[config.mk]
export PLATFORM = sky130hd
export DESIGN_NAME = m3i_output_flat
export DESIGN_NICKNAME = d
export VERILOG_FILES = /design/src/rtl/m3i_pkg.sv /design/src/rtl/m3i_out_if.sv /design/src/rtl/m3i_output.sv /design/src/flat_wrapper.sv
export SDC_FILE = /design/constraint.sdc
export NUM_CORES = 1
export LEC_CHECK = 0
export BUFFER_PORTS_ARGS = -buffer_cell sky130_fd_sc_hd__buf_2
export CORE_AREA = 2 2 484 486
export CTS_BUF_LIST = sky130_fd_sc_hd__clkbuf_8
export DETAILED_ROUTE_END_ITERATION = 7
export DIE_AREA = 0 0 486 488
export GPL_ROUTABILITY_DRIVEN = 0
export PLACE_DENSITY_LB_ADDON = 0.15
export SLEW_MARGIN = 15
export SYNTH_ARGS = -nofsm -noshare
export SYNTH_HDL_FRONTEND = slang
export SYNTH_SLANG_ARGS = --single-unit
[constraint.sdc]
create_clock -name clk -period 5.5 [get_ports clk]
set_input_delay 0 -clock clk [delete_from_list [all_inputs] [get_ports clk]]
set_output_delay 0 -clock clk [all_outputs]
set_load 0.005 [all_outputs]
[src/rtl/m3i_pkg.sv]
// Shared widths, index names and pipeline payload types for the 3x3 inverse.
`default_nettype none
package m3i_pkg;

    localparam int DATA_W  = 24;
    localparam int LANES   = 9;
    localparam int PROD_W  = 2 * DATA_W;
    localparam int COF_W   = PROD_W + 1;
    localparam int LO_W    = DATA_W;
    localparam int PP_W    = COF_W;
    localparam int TERM_W  = 74;
    localparam int DET_W   = 75;
    localparam int MAG_W   = 74;
    localparam int CMAG_W  = PROD_W;
    localparam int FRAC_SH = 33;
    localparam int NUM_W   = CMAG_W + FRAC_SH + 1;
    localparam int DEN_W   = MAG_W + 1;
    localparam int QB      = 25;
    localparam int FRONT_STAGES = 8;

    localparam int XX = 0;
    localparam int XY = 1;
    localparam int XZ = 2;
    localparam int YX = 3;
    localparam int YY = 4;
    localparam int YZ = 5;
    localparam int ZX = 6;
    localparam int ZY = 7;
    localparam int ZZ = 8;

    localparam logic [DATA_W-1:0] Q_MAXPOS = 24'h7FFFFF;
    localparam logic [DATA_W-1:0] Q_MAXNEG = 24'h800000;

    typedef logic signed [DATA_W-1:0] q_t;

    typedef struct packed {
        logic [DEN_W-1:0] rem;
        logic [QB-1:0]    qw;
        logic             big;
        logic             neg;
        logic             czero;
    } lane_t;

    typedef struct packed {
        lane_t [LANES-1:0] lane;
        logic [DEN_W-1:0]  den;
        logic              dzero;
    } div_t;

endpackage
`default_nettype wire

[src/rtl/m3i_out_if.sv]
// Output channel: one inverse matrix and singular flag per transfer.
`default_nettype none
interface m3i_out_if;
    logic          valid;
    logic          ready;
    m3i_pkg::q_t   inv_xx;
    m3i_pkg::q_t   inv_xy;
    m3i_pkg::q_t   inv_xz;
    m3i_pkg::q_t   inv_yx;
    m3i_pkg::q_t   inv_yy;
    m3i_pkg::q_t   inv_yz;
    m3i_pkg::q_t   inv_zx;
    m3i_pkg::q_t   inv_zy;
    m3i_pkg::q_t   inv_zz;
    logic          singular;

    modport source (output valid, inv_xx, inv_xy, inv_xz, inv_yx, inv_yy, inv_yz,
                    inv_zx, inv_zy, inv_zz, singular, input ready);
    modport sink   (input valid, inv_xx, inv_xy, inv_xz, inv_yx, inv_yy, inv_yz,
                    inv_zx, inv_zy, inv_zz, singular, output ready);
endinterface
`default_nettype wire

[src/rtl/m3i_output.sv]
// Output stage: sign, saturation, singular flag and the output register.
`default_nettype none
module m3i_output
(
    input  wire logic      clk,
    input  wire logic      rst_n,
    input  wire logic      v_in,
    input  m3i_pkg::div_t  d_in,
    output logic           en_in,
    m3i_out_if.source      dout
);
    import m3i_pkg::*;

    logic              v_reg;
    q_t                inv_reg [LANES];
    q_t                inv_next [LANES];
    logic              sing_reg;
    logic              sing_next;
    logic [QB-1:0]     q;

    assign en_in = !v_reg || dout.ready;

    always_comb
    begin
        sing_next = d_in.dzero;
        q         = '0;
        for (int k = 0; k < LANES; k++)
        begin
            q = d_in.lane[k].qw;
            if (d_in.dzero || d_in.lane[k].czero)
                inv_next[k] = '0;
            else if (d_in.lane[k].neg)
            begin
                if (d_in.lane[k].big || q > QB'(Q_MAXNEG))
                begin
                    inv_next[k] = Q_MAXNEG;
                    sing_next   = 1'b1;
                end
                else
                    inv_next[k] = -q[DATA_W-1:0];
            end
            else
            begin
                if (d_in.lane[k].big || q > QB'(Q_MAXPOS))
                begin
                    inv_next[k] = Q_MAXPOS;
                    sing_next   = 1'b1;
                end
                else
                    inv_next[k] = q[DATA_W-1:0];
            end
        end
    end

    always_ff @(posedge clk or negedge rst_n)
    begin
        if (!rst_n)
            v_reg <= 1'b0;
        else if (en_in)
            v_reg <= v_in;
    end

    always_ff @(posedge clk)
    begin
        if (en_in)
        begin
            inv_reg  <= inv_next;
            sing_reg <= sing_next;
        end
    end

    assign dout.valid    = v_reg;
    assign dout.inv_xx   = inv_reg[XX];
    assign dout.inv_xy   = inv_reg[XY];
    assign dout.inv_xz   = inv_reg[XZ];
    assign dout.inv_yx   = inv_reg[YX];
    assign dout.inv_yy   = inv_reg[YY];
    assign dout.inv_yz   = inv_reg[YZ];
    assign dout.inv_zx   = inv_reg[ZX];
    assign dout.inv_zy   = inv_reg[ZY];
    assign dout.inv_zz   = inv_reg[ZZ];
    assign dout.singular = sing_reg;

endmodule
`default_nettype wire

[src/flat_wrapper.sv]
// flat-port wrapper written by rule: the top's interface ports become plain ports
module m3i_output_flat import m3i_pkg::*;
  (clk, rst_n, v_in, d_in, en_in, dout_valid, dout_inv_xx, dout_inv_xy, dout_inv_xz, dout_inv_yx, dout_inv_yy, dout_inv_yz, dout_inv_zx, dout_inv_zy, dout_inv_zz, dout_singular, dout_ready);
  m3i_out_if dout_i ();
  input  wire logic clk;
  input  wire logic rst_n;
  input  wire logic v_in;
  input  m3i_pkg::div_t d_in;
  output logic en_in;
  output wire logic [$bits(dout_i.valid)-1:0] dout_valid;
  output wire logic [$bits(dout_i.inv_xx)-1:0] dout_inv_xx;
  output wire logic [$bits(dout_i.inv_xy)-1:0] dout_inv_xy;
  output wire logic [$bits(dout_i.inv_xz)-1:0] dout_inv_xz;
  output wire logic [$bits(dout_i.inv_yx)-1:0] dout_inv_yx;
  output wire logic [$bits(dout_i.inv_yy)-1:0] dout_inv_yy;
  output wire logic [$bits(dout_i.inv_yz)-1:0] dout_inv_yz;
  output wire logic [$bits(dout_i.inv_zx)-1:0] dout_inv_zx;
  output wire logic [$bits(dout_i.inv_zy)-1:0] dout_inv_zy;
  output wire logic [$bits(dout_i.inv_zz)-1:0] dout_inv_zz;
  output wire logic [$bits(dout_i.singular)-1:0] dout_singular;
  input wire logic [$bits(dout_i.ready)-1:0] dout_ready;
  assign dout_valid = dout_i.valid;
  assign dout_inv_xx = dout_i.inv_xx;
  assign dout_inv_xy = dout_i.inv_xy;
  assign dout_inv_xz = dout_i.inv_xz;
  assign dout_inv_yx = dout_i.inv_yx;
  assign dout_inv_yy = dout_i.inv_yy;
  assign dout_inv_yz = dout_i.inv_yz;
  assign dout_inv_zx = dout_i.inv_zx;
  assign dout_inv_zy = dout_i.inv_zy;
  assign dout_inv_zz = dout_i.inv_zz;
  assign dout_singular = dout_i.singular;
  assign dout_i.ready = dout_ready;
  m3i_output u_core (.clk(clk), .rst_n(rst_n), .v_in(v_in), .d_in(d_in), .en_in(en_in), .dout(dout_i));
endmodule
==> results summary, run 1 <==
The sequential fraction of design power came out at between 30% and 40%. The number of routed nets with antenna violations is 0. In the routed layout, each cell is associated on average with a via count of approximately 3.3. For the worst setup path, the data required time is 6010 ps. The clock-pin slew on the worst setup and hold paths is ~60 ps. Counting instances in the post-synthesis netlist gives the leading cell types as 217 x sky130_fd_sc_hd__edfxtp_1, 149 x sky130_fd_sc_hd__nand2_1, 144 x sky130_fd_sc_hd__nor2_1. The via count of the first global-routing pass is roughly 19,000. The total global-route track usage came out at about 10%. The fraction of synthesis flops using an asynchronous set or reset pin came out at 0.459%. Among all cell types in the netlist, the one instantiated most often is sky130_fd_sc_hd__edfxtp_1. The number of distinct library cells after synthesis came out at 73. The post-synthesis net count is 2,780. The Yosys step of the flow raised 0 warnings.

Max-cap violations in this run came to 0. Port buffering added ~480 buffers. The share of power burned in the clock network is about 40%.

The mean post-synth cell area is slightly below 9 µm². Setup repair after global routing left no endpoint under its margin. The count of endpoints failing hold in the final timing report came out at 0. The final-report max-slew violation count is 0. The internal portion of the total power is approximately 3.7 mW. Entering global routing, the biggest net connects between 100 and 150 pins.

The remaining global-route overflow is 0. The number of nets in the layout came out at roughly 3,700. The share of cells above drive strength 1 came out at 23.0%. The overall power of the completed layout came out at around 5.6 mW.

The worst setup path is of the primary input to register kind. The number of buffers on the longest clock path came out at 3. In the post-synthesis netlist, the biggest area contributors are sky130_fd_sc_hd__edfxtp_1 42%, sky130_fd_sc_hd__a21oi_1 4.1%, sky130_fd_sc_hd__or3_1 4.0%, sky130_fd_sc_hd__a31oi_1 3.8%, sky130_fd_sc_hd__nand2_1 3.6%. The achievable frequency came out at roughly 0.23 GHz. The net switching power of the design came out at about 1.9 mW. The register-to-register setup slack is approximately 3400 ps. The number of antenna violations at the first check in global routing is between 70 and 80. The worst-skew pair later-pin latency came out at 770 ps. The flow ran to the end, and the final reports show no timing, DRC or antenna violations. The placeable core area is roughly 0.23 mm². The synthesized design contains 218 register bits. The number of setup violations in the final report is 0. The register area share after synthesis came out at between 40 and 50%. The horizontal extent of the die came out at 486 µm. The vias after detailed routing came out at about 19,000.

The routed wire length is roughly 120,000 µm. The worst hold path class is primary input to register. The floorplan die area came out at 0.237 mm². The count of cells along the worst hold path came out at 5. The total negative slack is 0 ps. Synthesis produced a netlist whose cell count is approximately 1,800.

Dividing total power by cell area gives a power density of roughly 200 mW/mm². VDD sags by at most 0.164 mV. The half-perimeter wire length after detailed placement is 94,600 µm. The portion of total power attributed to combinational logic came out at 23.8%. The total clock sinks is 218. TritonCTS built the clock tree. Along the worst path, the maximum fanout reaches 10. The data arrival time at the worst-slack endpoint came out at 4940 ps. The most used flip-flop cell after synthesis is sky130_fd_sc_hd__edfxtp_1. The kind of end point of the critical path is a register. The clock buffer count from CTS came out at 56. sky130_fd_sc_hd__edfxtp_1 takes more of the synthesized area than any other cell. The H-tree was split into 2 levels. The final routed DRC violation total is 0. The vertical extent of the die is 488 µm.

The detailed router's first-iteration violation count came out at between 1,000 and 1,500. The number of optimization iterations in the first detailed-route pass is 5. In this run the core area contains 177 standard-cell rows. The final cycle utilization of the critical path is between 80% and 90%. The cell depth of the worst flop-to-flop path is 2.

The tree is rooted in a sky130_fd_sc_hd__clkbuf_8. Once routing completed, OpenROAD measured the worst setup slack at around 1100 ps. The pre-CTS setup slack came out at 1080 ps. Once the clock tree was built, the resizer swapped 0 gates to a different size.

From synthesis to final layout, the design area changed by 79.3%. Net switching is about a third of the power. The relative slew slack is between 30% and 40%. In this run the cell area of the synthesized design comes to ~0.015 mm². The setup clock skew after layout is approximately 34 ps.

The final design utilization is roughly an eighth. The total I/O pin count came out at around 1,200. The first-pass GRT wire length is 162,000 µm. The initial utilization of the core area, before any placement, comes to under 10%.

In this run the static leakage power is between 9 and 10 nW. The routed length per placed instance came out at roughly 21 µm. After synthesis, the largest area contributor takes up between 40 and 50% of total cell area.

The slew at the pin closest to its max-slew limit is roughly 1000 ps. The category of the worst setup path launch point is a primary input. The number of flops mapped to enable cells by yosys came out at approximately 220.

The shortest period the worst path allows is 4420 ps.
stage by stage:
stage / cells / area, µm² / hold WS (ps)
final: 5821 / 27500 / 105
after global routing: 5803 / 27500 / 54.1
after CTS: 5794 / 27500 / 1.91
after detailed placement: 5196 / 21400 / -223
after global placement: 5196 / 21400 / -224
after floorplan: 1755 / 15400 / -296
layer usage:
metal,vias up,wire length (µm),global-route usage [%],part of all wire (%)
met5,-,218,0,0.18
met4,34,3680,2.84,3.1
met3,184,14000,4.95,12
met2,651,51300,14.9,43
met1,9223,50900,12.1,42
li1,8916,-,-,-
final timing paths:
path | from | to
worst max register to register | u_core.dout.valid | u_core.dout.inv_xx[20]
worst min-delay path | d_in[799] | u_core.dout.inv_zy[22]
worst min register to register | u_core.dout.valid | u_core.dout.inv_xz[6]
max in group asynchronous | rst_n | u_core.dout.valid
min in group asynchronous | rst_n | u_core.dout.valid
worst max-delay path | d_in[903] | u_core.dout.singular
critical path, cell delays in order:
cell and delay [ps]:
sky130_fd_sc_hd__dlygate4sd3_1 540, sky130_fd_sc_hd__buf_2 170, sky130_fd_sc_hd__inv_1 80, sky130_fd_sc_hd__ha_1 210
sky130_fd_sc_hd__nor3b_1 610, sky130_fd_sc_hd__nand4_1 630, sky130_fd_sc_hd__o31ai_4 750, sky130_fd_sc_hd__nor2_1 340
sky130_fd_sc_hd__a2111oi_0 350, sky130_fd_sc_hd__dlygate4sd3_1 600, sky130_fd_sc_hd__nand2_1 50, sky130_fd_sc_hd__dlygate4sd3_1 580
flip-flops by register name, summed over array words and instances (netlist names), 24 cells and up:
register / count
u_core.dout.inv_xx: 24
u_core.dout.inv_xy: 24
u_core.dout.inv_yx: 24
u_core.dout.inv_zz: 24
u_core.dout.inv_yy: 24
u_core.dout.inv_xz: 24
u_core.dout.inv_zx: 24
u_core.dout.inv_zy: 24
u_core.dout.inv_yz: 24
cell families after synthesis:
group | count (synthesis) | synth area share [%]
compound gates | 521 | 22.1
xor+xnor | 13 | 0.741
fa+ha+maj | 18 | 1.47
buf+inv | 159 | 4.01
flops | 218 | 42.6
simple gates | 826 | 29.1
layout make-up:
class	count	area, µm²
Tap cell	3043	3810
Clock buffer	62	853
Antenna cell	27	67.6
Timing Repair Buffer	1001	7590
Clock inverter	40	249
Fill cell	26700	204000
Sequential cell	218	6540
Multi-Input combinational cell	1378	8240
Inverter	52	195
cell usage in the layout (no fill, tap or decap), types with 11 or more instances in the layout:
cell / n
sky130_fd_sc_hd__buf_2: 475
sky130_fd_sc_hd__nor4_1: 56
sky130_fd_sc_hd__diode_2: 27
sky130_fd_sc_hd__or3_1: 98
sky130_fd_sc_hd__clkbuf_8: 62
sky130_fd_sc_hd__buf_4: 28
sky130_fd_sc_hd__nand3_1: 41
sky130_fd_sc_hd__nor3_1: 104
sky130_fd_sc_hd__a31oi_1: 94
sky130_fd_sc_hd__nor3b_1: 13
sky130_fd_sc_hd__a211oi_1: 25
sky130_fd_sc_hd__ha_1: 18
sky130_fd_sc_hd__edfxtp_1: 217
sky130_fd_sc_hd__nand2b_1: 19
sky130_fd_sc_hd__o311a_1: 11
sky130_fd_sc_hd__or2_2: 23
sky130_fd_sc_hd__o41ai_1: 13
sky130_fd_sc_hd__inv_1: 66
sky130_fd_sc_hd__clkinv_1: 12
sky130_fd_sc_hd__a21oi_1: 126
sky130_fd_sc_hd__o31ai_1: 24
sky130_fd_sc_hd__nand2_1: 149
sky130_fd_sc_hd__a311oi_1: 18
sky130_fd_sc_hd__nand4_1: 59
sky130_fd_sc_hd__nand4b_1: 17
sky130_fd_sc_hd__and3_1: 11
sky130_fd_sc_hd__o21ai_0: 105
sky130_fd_sc_hd__or4_1: 30
sky130_fd_sc_hd__dlygate4sd3_1: 496
sky130_fd_sc_hd__o211ai_1: 11
sky130_fd_sc_hd__nor2b_1: 12
sky130_fd_sc_hd__nor2_1: 144
power by group through the flow:
stage | registers [mW] | logic, mW | clock network [mW]
floorplan | 2.08 | 0.344 | 0
global placement | 2.08 | 1.07 | 0
detailed placement | 2.08 | 1.06 | 0
CTS | 2.05 | 1.37 | 2.38
global route | 2.06 | 1.46 | 2.41
finish | 2.04 | 1.32 | 2.19
what timing repair did:
action | 4_1_cts | 5_1_grt
hold buffers | 496 | 0
endpoints found under the hold margin | 219 | 0
buffers inserted | 0 | 0
Power figures use the tool's default switching activity.
==> inputs of run 2 (changes only) <==
Clock period 5.5 ns to 3.6 ns, I/O delays scaled along.
==> results summary, run 2 (synthesis results as in run 1) <==
The level count of the clock H-tree is 2. Max-cap violations in this run came to 0. For the finished layout, the period the worst path requires is about 3500 ps. The overall power of the completed layout came out at approximately 8.4 mW.

TritonCTS built the clock tree. The remaining global-route overflow came out at 0. Before antenna repair, the detailed router went through 5 iterations.

The half-perimeter wire length after detailed placement is 95,800 µm. The number of setup violations in the final report came out at 0. The final routed DRC violation total came out at 0. In this run the most critical hold path is launched from d_in[282]. Measured along the y axis, the die boundary spans between 400 and 500 µm. The count of endpoints failing hold in the final timing report is 0. The mean number of vias per cell came out at 3.27. At the end of the flow, the number of nets in the layout was between 3,000 and 4,000. The final cycle utilization of the critical path came out at a little over nine tenths.

The worst register-to-register path has a depth of 2. The number of antenna violations at the first check in global routing is 67. Leaving out fill and tap cells, the most frequent cell in the layout is sky130_fd_sc_hd__dlygate4sd3_1. The count of cells along the worst hold path is 3. The sequential fraction of design power came out at between 30% and 40%. The relative slew slack came out at around 43%. The first-pass GRT wire length came out at between 150,000 and 200,000 µm. The number of cell rows came out at 177. Setup repair after global routing left no endpoint under its margin.

Summed over all nets, the switching power comes to 2.85 mW. The count of buffers from port buffering is approximately 480. The end of the worst register-to-register path is u_core.dout.inv_xx[20]. The detailed router's first-iteration violation count came out at ~1,200. The total clock sinks is between 200 and 250. The area growth from synthesis to layout came out at 82.1%. The worst hold path terminates at u_core.dout.inv_xz[15]. The clock buffer count from CTS came out at 54. The data arrival time at the worst-slack endpoint came out at about 4100 ps. The achievable frequency is around 0.28 GHz.

The floorplan step defined a core boundary enclosing between 0.2 and 0.25 mm². The tightest min-delay check is of the primary input to register type. The category of the worst setup path launch point is a primary input. The setup clock skew after layout is ~60 ps.

The number of buffers on the longest clock path is 3. The critical path data required time came out at 4190 ps. The vias after detailed routing is between 15,000 and 20,000. At the pin with the least slew margin, the transition time is 845 ps.

The final-report max-slew violation count is 0. Across the VDD grid, the largest voltage drop is around 0.27 mV. CTS placed an instance of sky130_fd_sc_hd__clkbuf_8 at the clock tree root.

The final worst hold slack came out at roughly 130 ps. The maximum number of pins on one net before global-route repair came out at between 80 and 90. Of all nets on the critical path, the largest fanout is 7. The flow ran to the end, and the final reports show no timing, DRC or antenna violations. The cell area after placement is 0.0219 mm². In the final layout, the share of cells above drive strength 1 is 25.1%. In this run the critical register-to-register path is launched from u_core.dout.valid. The setup path with the least slack is of type primary input to register. The register-to-register setup slack came out at 1840 ps.

The switching power share of the total is between 30% and 40%. The number of routed nets with antenna violations came out at 0. The via count of the first global-routing pass came to about 20,000. For this block, the routed nets add up to between 100,000 and 150,000 µm of wire. The power per standard cell area came out at 301 mW/mm². Of the total power, combinational logic draws ~24%. The horizontal extent of the die came out at ~500 µm. The share of power burned in the clock network came out at just under 40%. The total global-route track usage is under 10%. The clock reaches the later pin of the worst-skew pair after roughly 780 ps.

The effective utilization at floorplan is 6.63%. Summed over all cells, the static leakage comes to 10.1 nW. The total I/O pin count came out at 1,226. The die covers 0.237 mm². The routed length per placed instance is roughly 21 µm.

The internal portion of the total power is approximately 5.6 mW. The clock-pin slew on the worst setup and hold paths is approximately 50 ps. The top cell types in the final layout, fill and taps aside, are 488 x sky130_fd_sc_hd__dlygate4sd3_1, 475 x sky130_fd_sc_hd__buf_2, 217 x sky130_fd_sc_hd__edfxtp_1. The worst setup path is captured at a register. The final standard cell area without fillers came out at approximately 0.028 mm².
[run 2: changes by cell type in the layout (fill, tap and decap cells not counted), moves of 2 or more]
| cell | change |
|---|---|
| sky130_fd_sc_hd__clkbuf_8 | -6 |
| sky130_fd_sc_hd__nor4_1 | -2 |
| sky130_fd_sc_hd__buf_4 | +71 |
| sky130_fd_sc_hd__or3_1 | -2 |
| sky130_fd_sc_hd__or3_4 | +2 |
| sky130_fd_sc_hd__dlygate4sd3_1 | -8 |
| sky130_fd_sc_hd__clkinvlp_4 | +2 |
| sky130_fd_sc_hd__clkinv_1 | -3 |
[run 2: how the worst max path moves through the flow]
stage	startpoint	to	slack [ps]	cells past startpoint
finish	d_in[697]	u_core.dout.inv_zx[9]	50	12
detailed placement	d_in[697]	u_core.dout.inv_zx[10]	6	11
floorplan	u_core.dout.valid	u_core.dout.inv_xx[0]	100	1
CTS	d_in[285]	u_core.dout.inv_xz[14]	50	12
global placement	d_in[697]	u_core.dout.inv_zx[10]	-30	11
global route	d_in[594]	u_core.dout.inv_yz[16]	7	12
[run 2: layer usage]
layer  wire length [µm]  GRT usage [%]
met1              50700           12.3
met2              52500           15.3
met3              14200           4.80
met4               2880           2.27
met5                246              0
[run 2: power by group through the flow]
| stage | Clock (mW) | Combinational (mW) | Sequential [mW] |
|---|---|---|---|
| floorplan | 0 | 0.525 | 3.18 |
| global placement | 0 | 1.68 | 3.17 |
| detailed placement | 0 | 1.66 | 3.17 |
| CTS | 3.54 | 2.12 | 3.13 |
| global route | 3.60 | 2.27 | 3.14 |
| finish | 3.27 | 2.05 | 3.12 |
[run 2: final cells by class]
cell class / instances / area (µm²)
Sequential cell: 218 / 6540
Clock inverter: 39 / 275
Fill cell: 26700 / 204000
Tap cell: 3043 / 3810
Multi-Input combinational cell: 1378 / 8280
Inverter: 52 / 195
Clock buffer: 56 / 771
Timing Repair Buffer: 1064 / 8050
Antenna cell: 28 / 70.1
[run 2: critical path: stages]
cell and delay, ps:
sky130_fd_sc_hd__dlygate4sd3_1 580, sky130_fd_sc_hd__buf_2 170, sky130_fd_sc_hd__inv_1 80, sky130_fd_sc_hd__ha_1 230, sky130_fd_sc_hd__or4b_1 540, sky130_fd_sc_hd__or3_4 480
sky130_fd_sc_hd__o31a_1 420, sky130_fd_sc_hd__nor3_1 200, sky130_fd_sc_hd__o21ai_0 90, sky130_fd_sc_hd__dlygate4sd3_1 560, sky130_fd_sc_hd__a31oi_1 190, sky130_fd_sc_hd__dlygate4sd3_1 590
[run 2: timing repair]
action / in CTS / in global routing
endpoints found under the setup margin: 0 / 9
endpoints found under the hold margin: 235 / 0
resized for setup: 0 / 8
hold buffers: 488 / 0
buffers inserted: 0 / 0
[run 2: metrics by stage]
step                TNS, ps  std cells  utilization (%)  setup slack [ps]
floorplan                 0       1755                -               101
global route              0       5856             12.0              7.42
CTS                       0       5850             12.0              51.9
detailed placement        0       5267             9.46              5.61
global placement      -25.4       5267             9.46             -25.4
finish                    0       5878             12.1              52.6
